### src/design/jsu_pkg.sv
`timescale 1ns / 1ps
package jsu_pkg;

	typedef enum logic [2:0] {
		M_IDLE,
		M_BODY,
		M_ESC,
		M_HEX,
		M_SURR_BS,
		M_SURR_U,
		M_HEX2,
		M_UTF8
	} mode_t;

	typedef enum logic [3:0] {
		ST_DATA      = 4'd0,
		ST_END       = 4'd1,
		ST_BAD_START = 4'd2,
		ST_BAD_ESC   = 4'd3,
		ST_BAD_HEX   = 4'd4,
		ST_BAD_PAIR  = 4'd5,
		ST_BAD_LEAD  = 4'd6,
		ST_BAD_CONT  = 4'd7,
		ST_EOF       = 4'd8
	} status_t;

	// one input byte's worth of results
	typedef struct packed {
		logic [2:0]      cnt;
		status_t         stat;
		logic [3:0][7:0] data;
	} grp_t;

	localparam int QUEUE_DEPTH = 4;

	localparam logic [7:0] CH_QUOTE  = 8'h22;
	localparam logic [7:0] CH_BSLASH = 8'h5C;
	localparam logic [7:0] CH_SLASH  = 8'h2F;
	localparam logic [7:0] CH_SPACE  = 8'h20;
	localparam logic [7:0] CH_LF     = 8'h0A;
	localparam logic [7:0] CH_CR     = 8'h0D;
	localparam logic [7:0] CH_TAB    = 8'h09;
	localparam logic [7:0] CH_B      = 8'h62;
	localparam logic [7:0] CH_F      = 8'h66;
	localparam logic [7:0] CH_N      = 8'h6E;
	localparam logic [7:0] CH_R      = 8'h72;
	localparam logic [7:0] CH_T      = 8'h74;
	localparam logic [7:0] CH_U      = 8'h75;

	localparam logic [5:0]  SURR_HI_TAG = 6'b110110;
	localparam logic [5:0]  SURR_LO_TAG = 6'b110111;
	localparam logic [10:0] SUPP_BASE   = 11'h040;

	// {valid, value}
	function automatic logic [4:0] hex_digit(input logic [7:0] b);
		logic [4:0] r;
		r = 5'd0;
		if (b >= 8'h30 && b <= 8'h39) r = {1'b1, b[3:0]};
		else if ((b >= 8'h61 && b <= 8'h66) || (b >= 8'h41 && b <= 8'h46))
			r = {1'b1, b[3:0] + 4'd9};
		return r;
	endfunction

	function automatic logic [2:0] lead_len(input logic [7:0] b);
		logic [2:0] r;
		r = 3'd0;
		if (b[7] == 1'b0) r = 3'd1;
		else if (b[7:5] == 3'b110) r = 3'd2;
		else if (b[7:4] == 4'b1110) r = 3'd3;
		else if (b[7:3] == 5'b11110) r = 3'd4;
		return r;
	endfunction

	// {valid, byte} for single-character escapes
	function automatic logic [8:0] esc_map(input logic [7:0] b);
		logic [8:0] r;
		r = 9'd0;
		case (b)
			CH_QUOTE:  r = {1'b1, 8'h22};
			CH_BSLASH: r = {1'b1, 8'h5C};
			CH_SLASH:  r = {1'b1, 8'h2F};
			CH_B:      r = {1'b1, 8'h08};
			CH_F:      r = {1'b1, 8'h0C};
			CH_N:      r = {1'b1, 8'h0A};
			CH_R:      r = {1'b1, 8'h0D};
			CH_T:      r = {1'b1, 8'h09};
			default:   r = 9'd0;
		endcase
		return r;
	endfunction

	function automatic grp_t encode_cp(input logic [20:0] cp);
		grp_t g;
		g = '0;
		g.stat = ST_DATA;
		if (cp < 21'h80) begin
			g.cnt = 3'd1;
			g.data[0] = cp[7:0];
		end else if (cp < 21'h800) begin
			g.cnt = 3'd2;
			g.data[0] = {3'b110, cp[10:6]};
			g.data[1] = {2'b10, cp[5:0]};
		end else if (cp < 21'h10000) begin
			g.cnt = 3'd3;
			g.data[0] = {4'b1110, cp[15:12]};
			g.data[1] = {2'b10, cp[11:6]};
			g.data[2] = {2'b10, cp[5:0]};
		end else begin
			g.cnt = 3'd4;
			g.data[0] = {5'b11110, cp[20:18]};
			g.data[1] = {2'b10, cp[17:12]};
			g.data[2] = {2'b10, cp[11:6]};
			g.data[3] = {2'b10, cp[5:0]};
		end
		return g;
	endfunction

endpackage

### src/design/json_string_unescape.sv
`timescale 1ns / 1ps
// an accepted input item's results are written into the queue, then loaded into the output register before they leave
// throughput: one input item per cycle while the queue is not full, one result item per cycle while m_tready is high
// an input item with n results gives n output bytes in order; a 4-group queue absorbs bursts
// reset: arst_n clears the parser to idle (waiting for an opening quote) and empties the queue
module json_string_unescape import jsu_pkg::*; #(
	parameter int DEPTH = QUEUE_DEPTH
) (
	input  logic       clk,
	input  logic       arst_n,
	input  logic       s_tvalid,
	output logic       s_tready,
	input  logic [7:0] s_tdata,   // in_byte
	input  logic       s_tlast,   // end_of_input
	output logic       m_tvalid,
	input  logic       m_tready,
	output logic [7:0] m_tdata,   // out_byte
	output logic [3:0] m_tuser,   // status
	output logic       m_tlast    // last_of_run
);

	logic push;
	logic pop;
	logic full;
	logic empty;
	grp_t wr_grp;
	grp_t rd_grp;

	jsu_front u_front (
		.clk      (clk),
		.arst_n   (arst_n),
		.in_valid (s_tvalid),
		.in_ready (s_tready),
		.in_byte  (s_tdata),
		.in_eof   (s_tlast),
		.push     (push),
		.push_grp (wr_grp),
		.q_full   (full)
	);

	jsu_queue #(.DEPTH(DEPTH)) u_queue (
		.clk    (clk),
		.arst_n (arst_n),
		.push   (push),
		.wr_grp (wr_grp),
		.full   (full),
		.pop    (pop),
		.rd_grp (rd_grp),
		.empty  (empty)
	);

	jsu_back u_back (
		.clk        (clk),
		.arst_n     (arst_n),
		.rd_grp     (rd_grp),
		.empty      (empty),
		.pop        (pop),
		.out_valid  (m_tvalid),
		.out_ready  (m_tready),
		.out_byte   (m_tdata),
		.out_status (m_tuser),
		.out_last   (m_tlast)
	);

endmodule

### src/design/jsu_front.sv
`timescale 1ns / 1ps
module jsu_front import jsu_pkg::*; (
	input  logic       clk,
	input  logic       arst_n,
	input  logic       in_valid,
	output logic       in_ready,
	input  logic [7:0] in_byte,
	input  logic       in_eof,
	output logic       push,
	output grp_t       push_grp,
	input  logic       q_full
);

	mode_t           mode_q;
	logic [15:0]     accum_q;
	logic [1:0]      hcnt_q;
	logic [9:0]      high_q;
	logic [3:0][7:0] seq_q;
	logic [2:0]      need_q;
	logic [2:0]      have_q;

	mode_t           mode_n;
	logic [15:0]     accum_n;
	logic [1:0]      hcnt_n;
	logic [9:0]      high_n;
	logic [3:0][7:0] seq_n;
	logic [2:0]      need_n;
	logic [2:0]      have_n;
	grp_t            g;
	logic            fin;
	logic            accept;

	assign in_ready = !q_full;
	assign accept   = in_valid && in_ready;
	assign push     = accept && (g.cnt != 3'd0);
	assign push_grp = g;

	always_comb begin
		mode_t       m_eff;
		logic [4:0]  hv;
		logic [8:0]  em;
		logic [2:0]  len;
		logic [15:0] acc;
		mode_n  = mode_q;
		accum_n = accum_q;
		hcnt_n  = hcnt_q;
		high_n  = high_q;
		seq_n   = seq_q;
		need_n  = need_q;
		have_n  = have_q;
		g       = '0;
		g.stat  = ST_DATA;
		fin     = 1'b0;
		hv      = hex_digit(in_byte);
		em      = esc_map(in_byte);
		len     = lead_len(in_byte);
		acc     = {accum_q[11:0], hv[3:0]};

		// a pending surrogate gives way to ordinary body or escape decoding
		m_eff = mode_q;
		if (mode_q == M_SURR_BS && in_byte != CH_BSLASH) m_eff = M_BODY;
		if (mode_q == M_SURR_U && in_byte != CH_U) m_eff = M_ESC;

		unique case (m_eff)
			M_IDLE: begin
				if (in_byte == CH_QUOTE) begin
					mode_n = M_BODY;
				end else if (in_byte != CH_SPACE && in_byte != CH_LF &&
				             in_byte != CH_CR && in_byte != CH_TAB) begin
					g.cnt = 3'd1; g.stat = ST_BAD_START; fin = 1'b1; mode_n = M_IDLE;
				end
			end
			M_BODY: begin
				if (in_byte == CH_QUOTE) begin
					g.cnt = 3'd1; g.stat = ST_END; fin = 1'b1; mode_n = M_IDLE;
				end else if (in_byte == CH_BSLASH) begin
					mode_n = M_ESC;
				end else if (len == 3'd0) begin
					g.cnt = 3'd1; g.stat = ST_BAD_LEAD; fin = 1'b1; mode_n = M_IDLE;
				end else if (len == 3'd1) begin
					g.cnt = 3'd1; g.data[0] = in_byte; mode_n = M_BODY;
				end else begin
					seq_n[0] = in_byte;
					need_n   = len;
					have_n   = 3'd1;
					mode_n   = M_UTF8;
				end
			end
			M_ESC: begin
				if (in_byte == CH_U) begin
					hcnt_n = 2'd0;
					mode_n = M_HEX;
				end else if (em[8]) begin
					g.cnt = 3'd1; g.data[0] = em[7:0]; mode_n = M_BODY;
				end else begin
					g.cnt = 3'd1; g.stat = ST_BAD_ESC; fin = 1'b1; mode_n = M_IDLE;
				end
			end
			M_SURR_BS: begin
				mode_n = M_SURR_U;
			end
			M_SURR_U: begin
				hcnt_n = 2'd0;
				mode_n = M_HEX2;
			end
			M_HEX, M_HEX2: begin
				if (!hv[4]) begin
					g.cnt = 3'd1; g.stat = ST_BAD_HEX; fin = 1'b1; mode_n = M_IDLE;
				end else begin
					accum_n = acc;
					if (hcnt_q != 2'd3) begin
						hcnt_n = hcnt_q + 2'd1;
					end else begin
						hcnt_n = 2'd0;
						if (m_eff == M_HEX2) begin
							if (acc[15:10] == SURR_LO_TAG) begin
								g = encode_cp({11'(high_q) + SUPP_BASE, acc[9:0]});
								mode_n = M_BODY;
							end else begin
								g.cnt = 3'd1; g.stat = ST_BAD_PAIR; fin = 1'b1;
								mode_n = M_IDLE;
							end
						end else if (acc[15:10] == SURR_HI_TAG) begin
							high_n = acc[9:0];
							mode_n = M_SURR_BS;
						end else if (acc[15:10] == SURR_LO_TAG) begin
							g.cnt = 3'd1; g.stat = ST_BAD_PAIR; fin = 1'b1; mode_n = M_IDLE;
						end else begin
							g = encode_cp({5'd0, acc});
							mode_n = M_BODY;
						end
					end
				end
			end
			M_UTF8: begin
				if (in_byte[7:6] != 2'b10) begin
					g.cnt = 3'd1; g.stat = ST_BAD_CONT; fin = 1'b1; mode_n = M_IDLE;
				end else begin
					seq_n[have_q[1:0]] = in_byte;
					have_n = have_q + 3'd1;
					if (have_n >= need_q) begin
						g.cnt  = need_q;
						g.data = seq_n;
						have_n = 3'd0;
						need_n = 3'd0;
						mode_n = M_BODY;
					end
				end
			end
			default: mode_n = M_IDLE;
		endcase

		if (in_eof && !fin) begin
			g = '0;
			g.cnt = 3'd1;
			g.stat = (mode_q == M_IDLE && mode_n == M_IDLE) ? ST_BAD_START : ST_EOF;
		end
		if (in_eof) mode_n = M_IDLE;
	end

	always_ff @(posedge clk or negedge arst_n) begin
		if (!arst_n) begin
			mode_q <= M_IDLE;
			hcnt_q <= 2'd0;
			need_q <= 3'd0;
			have_q <= 3'd0;
		end else if (accept) begin
			mode_q <= mode_n;
			hcnt_q <= hcnt_n;
			need_q <= need_n;
			have_q <= have_n;
		end
	end

	always_ff @(posedge clk) begin
		if (accept) begin
			accum_q <= accum_n;
			high_q  <= high_n;
			seq_q   <= seq_n;
		end
	end

endmodule

### src/design/jsu_queue.sv
`timescale 1ns / 1ps
module jsu_queue import jsu_pkg::*; #(
	parameter int DEPTH = QUEUE_DEPTH
) (
	input  logic clk,
	input  logic arst_n,
	input  logic push,
	input  grp_t wr_grp,
	output logic full,
	input  logic pop,
	output grp_t rd_grp,
	output logic empty
);

	localparam int AW = $clog2(DEPTH);
	localparam int CW = $clog2(DEPTH + 1);

	grp_t          mem_q [DEPTH];
	logic [AW-1:0] wr_ptr_q;
	logic [AW-1:0] rd_ptr_q;
	logic [CW-1:0] count_q;

	assign full   = (count_q == CW'(DEPTH));
	assign empty  = (count_q == '0);
	assign rd_grp = mem_q[rd_ptr_q];

	always_ff @(posedge clk or negedge arst_n) begin
		if (!arst_n) begin
			wr_ptr_q <= '0;
			rd_ptr_q <= '0;
			count_q  <= '0;
		end else begin
			if (push) wr_ptr_q <= (wr_ptr_q == AW'(DEPTH - 1)) ? '0 : wr_ptr_q + AW'(1);
			if (pop) rd_ptr_q <= (rd_ptr_q == AW'(DEPTH - 1)) ? '0 : rd_ptr_q + AW'(1);
			if (push && !pop) count_q <= count_q + CW'(1);
			else if (pop && !push) count_q <= count_q - CW'(1);
		end
	end

	always_ff @(posedge clk) begin
		if (push) mem_q[wr_ptr_q] <= wr_grp;
	end

endmodule

### src/design/jsu_back.sv
`timescale 1ns / 1ps
module jsu_back import jsu_pkg::*; (
	input  logic       clk,
	input  logic       arst_n,
	input  grp_t       rd_grp,
	input  logic       empty,
	output logic       pop,
	output logic       out_valid,
	input  logic       out_ready,
	output logic [7:0] out_byte,
	output logic [3:0] out_status,
	output logic       out_last
);

	grp_t       cur_q;
	logic       cur_vld_q;
	logic [1:0] idx_q;
	logic       done;

	assign out_valid  = cur_vld_q;
	assign out_byte   = cur_q.data[idx_q];
	assign out_status = cur_q.stat;
	assign out_last   = ({1'b0, idx_q} == (cur_q.cnt - 3'd1));
	assign done       = !cur_vld_q || (out_ready && out_last);
	assign pop        = done && !empty;

	always_ff @(posedge clk or negedge arst_n) begin
		if (!arst_n) begin
			cur_vld_q <= 1'b0;
			idx_q     <= 2'd0;
		end else if (pop) begin
			cur_vld_q <= 1'b1;
			idx_q     <= 2'd0;
		end else if (done) begin
			cur_vld_q <= 1'b0;
		end else if (out_ready) begin
			idx_q <= idx_q + 2'd1;
		end
	end

	always_ff @(posedge clk) begin
		if (pop) cur_q <= rd_grp;
	end

endmodule

### config.mk
export PLATFORM = sky130hd
export DESIGN_NAME = json_string_unescape
export DESIGN_NICKNAME = d
export VERILOG_FILES = /design/src/design/jsu_pkg.sv /design/src/design/json_string_unescape.sv /design/src/design/jsu_front.sv /design/src/design/jsu_queue.sv /design/src/design/jsu_back.sv
export SDC_FILE = /design/constraint.sdc
export NUM_CORES = 1
export LEC_CHECK = 0
export BUFFER_PORTS_ARGS = -buffer_cell sky130_fd_sc_hd__buf_2
export CAP_MARGIN = 20
export CELL_PAD_IN_SITES_DETAIL_PLACEMENT = 2
export CELL_PAD_IN_SITES_GLOBAL_PLACEMENT = 2
export CORE_MARGIN = 5
export CORE_UTILIZATION = 48
export CTS_BUF_LIST = sky130_fd_sc_hd__clkbuf_4
export CTS_CLUSTER_SIZE = 16
export DETAILED_ROUTE_END_ITERATION = 16
export PLACE_DENSITY = 0.91
export SYNTH_ARGS = -nofsm -noshare
export SYNTH_HDL_FRONTEND = slang
export SYNTH_HIERARCHICAL = 1
export SYNTH_SLANG_ARGS = --single-unit
### constraint.sdc
create_clock -name clk -period 5.4 [get_ports clk]
set_input_delay 0.54 -clock clk [delete_from_list [all_inputs] [get_ports clk]]
set_output_delay 0.54 -clock clk [all_outputs]
set_load 0.03 [all_outputs]
==> results of run 1 <==
[report_power, final]
part	internal, mW	switching, mW	leakage [nW]
sequential	2.76	0.307	2.55
combinational	0.704	1.11	1.67
clock	0.865	0.920	0.511
[synthesized netlist by cell type (5+ instances only)]
cell	instances	area [um2]
sky130_fd_sc_hd__buf_6	6	67.6
sky130_fd_sc_hd__o31ai_1	5	37.5
sky130_fd_sc_hd__ha_1	20	250
sky130_fd_sc_hd__a21oi_1	36	180
sky130_fd_sc_hd__nand2b_1	10	62.6
sky130_fd_sc_hd__inv_1	23	86.3
sky130_fd_sc_hd__xor2_1	6	52.6
sky130_fd_sc_hd__nand2_1	66	248
sky130_fd_sc_hd__mux2_2	37	417
sky130_fd_sc_hd__a21o_1	5	37.5
sky130_fd_sc_hd__and3_1	5	31.3
sky130_fd_sc_hd__nor3_1	21	105
sky130_fd_sc_hd__o21ai_0	27	135
sky130_fd_sc_hd__nor2b_1	8	50.1
sky130_fd_sc_hd__and2_1	13	81.3
sky130_fd_sc_hd__xnor2_1	6	52.6
sky130_fd_sc_hd__a31oi_1	13	81.3
sky130_fd_sc_hd__nor2_1	43	161
sky130_fd_sc_hd__a22oi_1	12	90.1
sky130_fd_sc_hd__clkbuf_1	32	120
sky130_fd_sc_hd__a222oi_1	6	60.1
sky130_fd_sc_hd__a211oi_1	6	45.0
sky130_fd_sc_hd__buf_2	7	35.0
sky130_fd_sc_hd__o211ai_1	6	45.0
sky130_fd_sc_hd__o21ai_1	20	100
sky130_fd_sc_hd__nand3_1	38	190
sky130_fd_sc_hd__dfrtp_1	21	526
sky130_fd_sc_hd__edfxtp_1	249	7480
sky130_fd_sc_hd__mux4_2	46	1040
sky130_fd_sc_hd__buf_4	5	37.5
[routing by layer]
layer	global-route usage	vias to the layer above
li1	-	3631
met1	0.402	4707
met2	0.527	685
met3	0.0740	190
met4	0.133	2
met5	0	-
[flip-flops by register name, summed over array words and instances (netlist names)]
register and count:
u_queue/mem_q 156, u_front/high_q 10, u_back/idx_q 2, u_front/have_q 3
u_front/accum_q 12, u_back/cur_q 35, u_front/seq_q 32, u_queue/wr_ptr_q 2
u_back/out_status 4, u_front/hcnt_q 2, u_back/out_valid 1, u_queue/count_q 3
u_front/need_q 3, u_queue/rd_ptr_q 2, u_front/mode_q 3
[worst max path at each step]
stage / to / slack, ns / startpoint
floorplan: u_queue/count_q[1] / 0.82 / u_back/cur_q[36]
global placement: u_queue/count_q[2] / 1.17 / s_tdata[3]
detailed placement: u_queue/count_q[1] / 0.55 / u_front/high_q[6]
CTS: u_queue/count_q[2] / 0.31 / u_front/high_q[6]
global route: u_queue/count_q[2] / 0.1 / u_front/high_q[6]
finish: u_queue/count_q[2] / 0.19 / u_front/high_q[6]
[worst reg2reg max path, stage by stage (launching register included)]
cell and delay [ns]:
sky130_fd_sc_hd__edfxtp_1 0.48, sky130_fd_sc_hd__ha_1 0.41, sky130_fd_sc_hd__nor2_1 0.19, sky130_fd_sc_hd__o211ai_1 0.37
sky130_fd_sc_hd__nor4_1 0.87, sky130_fd_sc_hd__nor2_1 0.34, sky130_fd_sc_hd__o21ai_0 0.67, sky130_fd_sc_hd__and2_1 0.25
sky130_fd_sc_hd__a41oi_2 0.31, sky130_fd_sc_hd__ha_1 0.38, sky130_fd_sc_hd__inv_1 0.10, sky130_fd_sc_hd__fa_1 0.21
sky130_fd_sc_hd__xor2_1 0.24, sky130_fd_sc_hd__nor2_1 0.11, sky130_fd_sc_hd__xor2_1 0.16
[final cells by class]
class / instances / share of cell area
diodes: 3 / 0.000536
clock buffers: 101 / 0.0542
clock inverters: 19 / 0.00644
inverters: 23 / 0.00617
multi-input cells: 540 / 0.310
flip-flops and latches: 270 / 0.572
well taps: 335 / 0.0299
repair buffers: 44 / 0.0212
[cell families (layout without fill, tap and decap cells)]
kind of cell             after synthesis  after routing
flip-flops                           270            270
AND/OR/NAND/NOR                      243            243
AO/OA/AOI/OAI                        175            175
multiplexers                          87             87
buffers and inverters                 78            187
adder cells (fa/ha/maj)               21             21
XOR/XNOR                              14             14
other                                  0              3
[stage by stage]
step | worst slack [ns] | instance area, um2 | hold slack [ns] | power [mW]
3_3_place_gp | 1.17 | 13100 | 0.482 | 4.56
4_1_cts | 0.314 | 14000 | 0.128 | 6.70
6_report | 0.192 | 14000 | 0.187 | 6.66
3_5_place_dp | 0.551 | 13100 | 0.496 | 4.83
2_1_floorplan | 0.818 | 12700 | 0.244 | 4.22
5_1_grt | 0.0980 | 14000 | 0.150 | 6.94
==> implementation parameters, run 1 <==
Parameter                              Value

Yosys
  Post-Synth XOR/XNOR Area    0.0108
  Count of flip-flops with a built-in enable after synthesis    249
  Top_reg_cell synth    sky130_fd_sc_hd__edfxtp_1
  Library cells used by synthesis    78
  Post-synth ARST share    0.0778
  Post-synth design cell area    0.0127 mm2
  Post-Synthesis Mean Instance Area    14.4 um2
  Multiplexer area fraction after synthesis    0.118
  Synthesis-stage register bit count    270
  Mapped Nets    922
  Number of standard cells after synthesis    888
  Synth Area in Simple Gates    0.0967
  Sequential-to-total area share from yosys stat    0.628
  Ys Warns    6
  Dominant combinational cell family by area after synthesis    multiplexers
  Post-synthesis share of cell area spent on full adders, half adders and majority gates    0.0212
  Complex-gate fraction of the synthesized area    0.0916

Critical path
  Cells on worst reg2reg path    14
  Cell with the largest stage delay on the worst path    sky130_fd_sc_hd__nor4_1
  Start-to-end type of the worst setup path    reg -> reg
  Cell family contributing the most delay on the critical path    simple AND/OR/NAND/NOR gates
  Max Fanout on Critical Path    9
  Critical R2R Launch    u_front/high_q[6]
  Element type at the critical path end    register
  Setup slack, reg-to-reg    0.19 ns
  Crit path depth    14
  Crit start category    register
  List of cells traversed by the critical path    ha_1, nor2_1, o211ai_1, nor4_1, nor2_1, o21ai_0, and2_1, a41oi_2, ha_1, inv_1, fa_1, xor2_1, nor2_1, xor2_1
  Critical path buffer and inverter count    1
  CP required    5.95 ns
  Cell mode on critical path    sky130_fd_sc_hd__nor2_1
  Critical path data arrival time    5.76 ns
  Crit-path max cell delay    0.87 ns
  End of the worst register-to-register path    u_queue/count_q[2]

Timing
  Worst-case clock skew    0.0413 ns
  Highest clock rate    192 MHz
  Period Utilization, post-route    0.964
  Final hold vios    0
  Slew Limit Fails    0
  Final total negative setup slack    0 ns
  Slew margin rel.    0.270
  Final Setup Violations    0
  Tightest Pin Transition    1.09 ns
  Setup repair after global routing missed its margin    false
  Min Tclk post-route    5.21 ns

Finish
  Multi-input logic area    0.00434 mm2
  Number of non-filler instances in the completed layout    1335
  Footprint of the flip-flops and latches    0.00800 mm2
  Leading cell types in the layout, fill and taps excluded    sky130_fd_sc_hd__edfxtp_1, sky130_fd_sc_hd__clkbuf_4, sky130_fd_sc_hd__nand2_1, sky130_fd_sc_hd__mux4_2, sky130_fd_sc_hd__nor2_1
  Layout-stage area growth over the synthesis result    9.78%
  Layout filler cell count    2404
  Layout net count    984
  Most common cell after layout, fill and taps aside    sky130_fd_sc_hd__edfxtp_1
  Share of cells above drive strength 1    0.259
  Final design utilization    0.536

Detailed routing
  Met3 wire length    4.26 mm
  Via/cell ratio    6.90
  Drc violations    0
  Detailed-route via count    9215
  Number of nets with antenna violations after routing    0
  Post-DR wirelength/cell    35.6 um
  Uppermost signal routing layer after detailed routing    met5
  Met2 routed WL    23.1 mm
  Total Wirelength    47.5 mm
  Iter 0 DRT Violations    1379
  Post-Route M1 WL    18.0 mm
  First-pass detailed-route iteration total    6

Floorplan
  Die footprint    0.0299 mm2
  Core region area    0.0261 mm2
  Overall die height    173 um
  Boundary Pins    28
  Chip width    173 um
  Effective utilization at floorplan    0.488
  Placement Rows    59

Place
  Placer Congestion    0.973
  HPWL reported at the end of detailed placement    30.6 mm
  # port buffers    27
  Cell count after placement    1210

Clock network
  CTS clk-pin slew, worst paths    0.07 ns
  Post-CTS Resized    0
  Insertion delay of the later-clocked pin in the worst-skew pair    0.70 ns
  Maximum level of the CTS H-tree    3
  Number of clock sinks    270
  Total setup buffers inserted after CTS    0
  Number of buffers added by the clock tree synthesis step    71
  Hold bufs inserted after CTS    1
  Root buffer selected by CTS    sky130_fd_sc_hd__clkbuf_4
  Buffers from clock root to sink, at most    3
  Clock tree from TritonCTS    built

Global routing
  Remaining global-route overflow    0
  Global-route wire length before repair    69.9 mm
  Number of global-route vias before repair    9965
  Initial antenna violation count    4
  Overall Global Routing Usage    0.317
  Maximum number of pins on one net before global-route repair    42

Power and ir drop
  Largest vdd supply drop    0.000219 V
  P per Cell Area    476 mW/mm2
  Leak Pwr    4.73 nW

Min path
  End point of the most critical hold path    u_front/mode_q[2]
  Min-delay src    s_tlast
  Worst Hold Class    in -> reg
  Number of cells traversed by the worst hold path    2

Job
  Maximum Capacitance Violations    0

Status
  Result of the run    finished clean
(Power assumes the default switching activity.)
==> inputs of run 2 (changes only) <==
--- a/config.mk
+++ b/config.mk
@@ -5,15 +5,15 @@
 export SDC_FILE = /design/constraint.sdc
 export NUM_CORES = 1
 export LEC_CHECK = 0
-export BUFFER_PORTS_ARGS = -buffer_cell sky130_fd_sc_hd__buf_2
 export CAP_MARGIN = 20
 export CELL_PAD_IN_SITES_DETAIL_PLACEMENT = 2
 export CELL_PAD_IN_SITES_GLOBAL_PLACEMENT = 2
 export CORE_MARGIN = 5
-export CORE_UTILIZATION = 48
+export CORE_UTILIZATION = 49
 export CTS_BUF_LIST = sky130_fd_sc_hd__clkbuf_4
 export CTS_CLUSTER_SIZE = 16
 export DETAILED_ROUTE_END_ITERATION = 16
+export DONT_BUFFER_PORTS = 1
 export PLACE_DENSITY = 0.91
 export SYNTH_ARGS = -nofsm -noshare
 export SYNTH_HDL_FRONTEND = slang
==> run 2 against run 1 <==
Cell count decreased by 1.7%. Via count is 0.41% lower. Core utilization grew 0.37 points. Sequential share of layout area is 0.26 points higher. Die area down 1.9%.
==> implementation parameters, run 2 (same netlist as run 1, synthesis figures left out) <==
Parameter                              Value

Status
  Result of the run    finished clean

Power and ir drop
  Power after layout    6.74 mW
  Share of power burned in the clock network    0.288
  Leak Pwr    4.66 nW
  Internal power contribution    4.39 mW
  Logic pwr share    0.253
  Net Switching    2.36 mW
  Switch share    0.349
  P per Cell Area    484 mW/mm2
  Largest vdd supply drop    0.000240 V
  Reg power frac    0.459

Clock network
  Post-CTS Resized    0
  Hold bufs inserted after CTS    4
  CTS clk-pin slew, worst paths    0.10 ns
  Maximum level of the CTS H-tree    3
  Number of clock sinks    270
  Buffers from clock root to sink, at most    3
  Root buffer selected by CTS    sky130_fd_sc_hd__clkbuf_4
  Insertion delay of the later-clocked pin in the worst-skew pair    0.73 ns
  Number of buffers added by the clock tree synthesis step    73
  Total setup buffers inserted after CTS    0
  Clock tree from TritonCTS    built

Critical path
  List of cells traversed by the critical path    ha_1, nor2_1, o211ai_1, nor4_1, nor2_1, o21ai_0, and2_1, a41oi_2, ha_1, inv_1, fa_1, mux2_2
  Cell with the largest stage delay on the worst path    sky130_fd_sc_hd__nor4_1
  Crit start category    register
  Crit-path max cell delay    0.91 ns
  Cell family contributing the most delay on the critical path    simple AND/OR/NAND/NOR gates
  Critical path data arrival time    5.65 ns
  CP required    5.99 ns
  Element type at the critical path end    register
  Max Fanout on Critical Path    9
  Setup slack, reg-to-reg    0.34 ns
  Start-to-end type of the worst setup path    reg -> reg
  Critical path buffer and inverter count    1

Timing
  Period Utilization, post-route    0.937
  Worst-case clock skew    0.0628 ns
  Slew Limit Fails    0
  Highest clock rate    198 MHz
  Setup repair after global routing missed its margin    false
  Slew margin rel.    0.168
  Final hold vios    0
  Min Tclk post-route    5.06 ns
  Final Setup Violations    0
  Hold_ws    0.0603 ns
  Tightest Pin Transition    1.24 ns
  Final total negative setup slack    0 ns

Global routing
  Overall Global Routing Usage    0.332
  Maximum number of pins on one net before global-route repair    42
  Global-route wire length before repair    70.1 mm
  Initial antenna violation count    2
  Number of global-route vias before repair    9740
  Remaining global-route overflow    0

Floorplan
  Chip width    171 um
  Core region area    0.0258 mm2
  Placement Rows    59
  Die footprint    0.0293 mm2
  Boundary Pins    28
  Effective utilization at floorplan    0.493
  Overall die height    171 um

Job
  Maximum Capacitance Violations    0

Finish
  Most common cell after layout, fill and taps aside    sky130_fd_sc_hd__edfxtp_1
  Largest registers    u_queue/mem_q (156), u_back/cur_q (35), u_front/seq_q (32)
  Layout-stage area growth over the synthesis result    9.29%
  Layout net count    962
  Layout filler cell count    2356
  Largest register FFs    156
  Leading cell types in the layout, fill and taps excluded    sky130_fd_sc_hd__edfxtp_1, sky130_fd_sc_hd__clkbuf_4, sky130_fd_sc_hd__nand2_1, sky130_fd_sc_hd__mux4_2, sky130_fd_sc_hd__nor2_1
  Register with the most flip-flops    u_queue/mem_q
  Final design area excluding fillers    0.0139 mm2
  Multi-input logic area    0.00434 mm2
  Footprint of the flip-flops and latches    0.00800 mm2
  Share of cells above drive strength 1    0.238

Detailed routing
  Post-DR wirelength/cell    36.8 um
  Total Wirelength    48.3 mm
  Iter 0 DRT Violations    1292
  Via/cell ratio    6.99
  Drc violations    0
  First-pass detailed-route iteration total    5
  Detailed-route via count    9177
  Number of nets with antenna violations after routing    0

Place
  Placed cell areas    0.0130 mm2
  # port buffers    0
  HPWL reported at the end of detailed placement    30.7 mm
  Placer Congestion    0.948

Min path
  Worst Hold Class    in -> reg
run 2: changes by cell type in the layout (fill, tap and decap cells not counted):
| cell | previous run | this run |
|---|---|---|
| sky130_fd_sc_hd__dlygate4sd3_1 | 1 | 3 |
| sky130_fd_sc_hd__diode_2 | 3 | 2 |
| sky130_fd_sc_hd__clkinv_1 | 11 | 13 |
| sky130_fd_sc_hd__clkinv_2 | 4 | 1 |
| sky130_fd_sc_hd__bufinv_16 | 0 | 2 |
| sky130_fd_sc_hd__buf_2 | 27 | 0 |
| sky130_fd_sc_hd__buf_12 | 2 | 1 |
| sky130_fd_sc_hd__buf_4 | 13 | 15 |
| sky130_fd_sc_hd__clkbuf_4 | 101 | 102 |
run 2: per-stage QoR:
stage / utilization / std cells / setup slack (ns)
5_1_grt: 0.539 / 1312 / 0.259
2_1_floorplan: - / 888 / 0.818
6_report: 0.539 / 1312 / 0.338
3_3_place_gp: 0.502 / 1183 / 1.32
3_5_place_dp: 0.502 / 1183 / 0.831
4_1_cts: 0.539 / 1309 / 0.515
run 2: area by class of cell:
| class | instances | share of cell area |
|---|---|---|
| sequential | 270 | 0.574 |
| antenna | 2 | 0.000359 |
| inverter | 23 | 0.00620 |
| tap | 335 | 0.0301 |
| clock inverter | 20 | 0.0102 |
| clock buffer | 102 | 0.0550 |
| timing repair buffer | 20 | 0.0127 |
| multi-input combinational | 540 | 0.311 |
run 2: path summary, 6_finish.rpt:
kind | startpoint | end | cells past startpoint
max in group asynchronous | arst_n | u_front/need_q[2] | 2
worst max register to register | u_front/high_q[6] | u_queue/count_q[1] | 12
min in group asynchronous | arst_n | u_queue/rd_ptr_q[1] | 2
worst min-delay path | s_tdata[6] | u_front/seq_q[30] | 2
worst max-delay path | u_front/high_q[6] | u_queue/count_q[1] | 12
worst min register to register | u_front/have_q[2] | u_front/have_q[2] | 1
run 2: power groups by stage:
| stage | Combinational (mW) | Clock, mW | Sequential [mW] |
|---|---|---|---|
| 2_1_floorplan | 1.34 | 0 | 2.89 |
| 3_5_place_dp | 1.64 | 0 | 3.11 |
| 6_report | 1.71 | 1.94 | 3.09 |
| 4_1_cts | 1.69 | 1.99 | 3.10 |
| 5_1_grt | 1.78 | 2.09 | 3.12 |
| 3_3_place_gp | 1.48 | 0 | 3.01 |
run 2: routing by layer:
metal  up-vias  routed length (um)  global-route usage
li1       3600                   -                   -
met1      4719               18100               0.424
met2       665               23100               0.543
met4         4                2450               0.148
met3       189                4520              0.0795
met5         -                  46              0.0100
run 2: worst register-to-register path, delay by kind of cell, from the launching register on:
kind                       cells  cell delay [ns]
muxes                          1             0.27
DFF                            1             0.51
buffers and inverters          1             0.09
adders and majority gates      3             1.14
AOI/OAI and AO/OA              3             1.18
and+or+nand+nor                4             1.72
==> inputs of run 3 (changes only) <==
--- a/config.mk
+++ b/config.mk
@@ -6,15 +6,13 @@
 export NUM_CORES = 1
 export LEC_CHECK = 0
 export CAP_MARGIN = 20
-export CELL_PAD_IN_SITES_DETAIL_PLACEMENT = 2
-export CELL_PAD_IN_SITES_GLOBAL_PLACEMENT = 2
 export CORE_MARGIN = 5
-export CORE_UTILIZATION = 49
+export CORE_UTILIZATION = 51
 export CTS_BUF_LIST = sky130_fd_sc_hd__clkbuf_4
 export CTS_CLUSTER_SIZE = 16
 export DETAILED_ROUTE_END_ITERATION = 16
 export DONT_BUFFER_PORTS = 1
-export PLACE_DENSITY = 0.91
+export PLACE_DENSITY = 0.74
 export SYNTH_ARGS = -nofsm -noshare
 export SYNTH_HDL_FRONTEND = slang
 export SYNTH_HIERARCHICAL = 1
==> run 3 against run 2 <==
Final area fell by 0.19%. Register-to-register slack improved by 0.68 ns. Worst hold slack improved by 0.028 ns. Routed wire length fell by 38%. Die area fell by 3.7%. Combinational power fell by 11%. Sequential cell count did not move. Fmax rose by 15%. Clock power fell by 9%. Sequential share of layout area rose by 0.11 points. Count of clock-buffer cells in the layout fell by 2.
==> implementation parameters, run 3 (same netlist as run 1, synthesis figures left out) <==
Parameter                              Value

Status
  Result of the run    finished clean

Critical path
  Crit-path max cell delay    0.80 ns
  Max Fanout on Critical Path    9
  Crit start category    register
  Critical path data arrival time    4.93 ns
  CP required    5.95 ns
  Start-to-end type of the worst setup path    reg -> reg
  Critical path buffer and inverter count    1
  Element type at the critical path end    register
  Cell with the largest stage delay on the worst path    sky130_fd_sc_hd__nor4_1
  Cell family contributing the most delay on the critical path    simple AND/OR/NAND/NOR gates
  List of cells traversed by the critical path    ha_1, nor2_1, o211ai_1, nor4_1, nor2_1, o21ai_0, and2_1, a41oi_2, ha_1, inv_1, fa_1, mux2_2

Timing
  Slew Limit Fails    0
  Setup repair after global routing missed its margin    false
  Period Utilization, post-route    0.812
  Highest clock rate    228 MHz
  Smallest setup slack after layout    1.02 ns
  Min Tclk post-route    4.38 ns
  Final Setup Violations    0
  Final hold vios    0
  Slew margin rel.    0.305
  Tightest Pin Transition    1.04 ns
  Worst-case clock skew    0.0728 ns
  Final total negative setup slack    0 ns

Place
  HPWL reported at the end of detailed placement    20.6 mm
  Placer Congestion    1.03
  # port buffers    0
  Worst setup timing slack at the placement stage    1.16 ns

Clock network
  Root buffer selected by CTS    sky130_fd_sc_hd__clkbuf_4
  Clock tree from TritonCTS    built
  Number of buffers added by the clock tree synthesis step    70
  Maximum level of the CTS H-tree    3
  CTS clk-pin slew, worst paths    0.06 ns
  Number of clock sinks    270
  Insertion delay of the later-clocked pin in the worst-skew pair    0.68 ns
  Buffers from clock root to sink, at most    3
  Total setup buffers inserted after CTS    0
  Post-CTS Resized    0
  Hold bufs inserted after CTS    2

Finish
  Largest register FFs    156
  Layout filler cell count    1953
  Footprint of the flip-flops and latches    0.00800 mm2
  Largest registers    u_queue/mem_q (156), u_back/cur_q (35), u_front/seq_q (32)
  Most common cell after layout, fill and taps aside    sky130_fd_sc_hd__edfxtp_1
  Leading cell types in the layout, fill and taps excluded    sky130_fd_sc_hd__edfxtp_1, sky130_fd_sc_hd__clkbuf_4, sky130_fd_sc_hd__nand2_1, sky130_fd_sc_hd__mux4_2, sky130_fd_sc_hd__nor2_1
  Layout net count    959
  Layout-stage area growth over the synthesis result    9.09%
  Register with the most flip-flops    u_queue/mem_q
  Multi-input logic area    0.00434 mm2
  Share of cells above drive strength 1    0.237

Floorplan
  Chip width    168 um
  Placement Rows    57
  Overall die height    168 um
  Boundary Pins    28
  Effective utilization at floorplan    0.521
  Die footprint    0.0283 mm2
  Core region area    0.0245 mm2

Job
  Maximum Capacitance Violations    0

Global routing
  Overall Global Routing Usage    0.212
  Number of global-route vias before repair    8019
  Maximum number of pins on one net before global-route repair    42
  Global-route wire length before repair    46.3 mm
  Initial antenna violation count    2
  Remaining global-route overflow    0

Detailed routing
  Via/cell ratio    6.17
  Uppermost signal routing layer after detailed routing    met4
  Detailed-route via count    8033
  Post-Route M1 WL    12.6 mm
  Total Wirelength    29.9 mm
  Iter 0 DRT Violations    1010
  Drc violations    0
  First-pass detailed-route iteration total    6
  Met2 routed WL    14.2 mm
  Post-DR wirelength/cell    23.0 um
  Number of nets with antenna violations after routing    0
  Met3 wire length    2.27 mm

Power and ir drop
  Power after layout    6.23 mW
  Leak Pwr    4.66 nW
  P per Cell Area    448 mW/mm2
  Largest vdd supply drop    0.000238 V

Min path
  Worst Hold Class    in -> reg
[run 3: through the flow]
| step | cell area (um2) | std cells | util | hold slack [ns] |
|---|---|---|---|---|
| 2_1_floorplan | 12700 | 888 | - | 0.244 |
| 3_3_place_gp | 13000 | 1173 | 0.529 | 0.245 |
| 3_5_place_dp | 13000 | 1173 | 0.529 | 0.245 |
| 4_1_cts | 13900 | 1299 | 0.567 | 0.0117 |
| 5_1_grt | 13900 | 1303 | 0.569 | 0.0121 |
| 6_report | 13900 | 1303 | 0.569 | 0.0887 |
[run 3: cell type report]
type | count | area share
Timing Repair Buffer | 20 | 0.0119
Multi-Input combinational cell | 540 | 0.312
Sequential cell | 270 | 0.575
Clock inverter | 24 | 0.0112
Clock buffer | 100 | 0.0540
Tap cell | 324 | 0.0291
Inverter | 23 | 0.00621
Antenna cell | 2 | 0.000360
[run 3: power by group]
part | switching (mW) | internal, mW | total [mW]
clock network | 0.811 | 0.953 | 1.76
registers | 0.196 | 2.75 | 2.95
logic | 0.870 | 0.649 | 1.52
[run 3: worst paths after layout]
path                                  endpoint          startpoint  slack [ns]  cells after the start
setup / recovery            u_queue/count_q[1]   u_front/high_q[6]        1.02                     12
hold reg to reg             u_queue/count_q[2]  u_queue/count_q[2]        0.50                      1
min in group asynchronous    u_front/have_q[2]              arst_n        0.31                      1
max in group asynchronous  u_queue/wr_ptr_q[1]              arst_n        4.56                      2
setup reg to reg            u_queue/count_q[1]   u_front/high_q[6]        1.02                     12
hold / removal                u_front/seq_q[7]          s_tdata[7]        0.09                      1
[run 3: per-layer routing]
layer	vias to the layer above	global-route usage
met5	-	0
met3	73	0.0556
met4	0	0.0748
li1	3597	-
met1	3997	0.289
met2	366	0.334
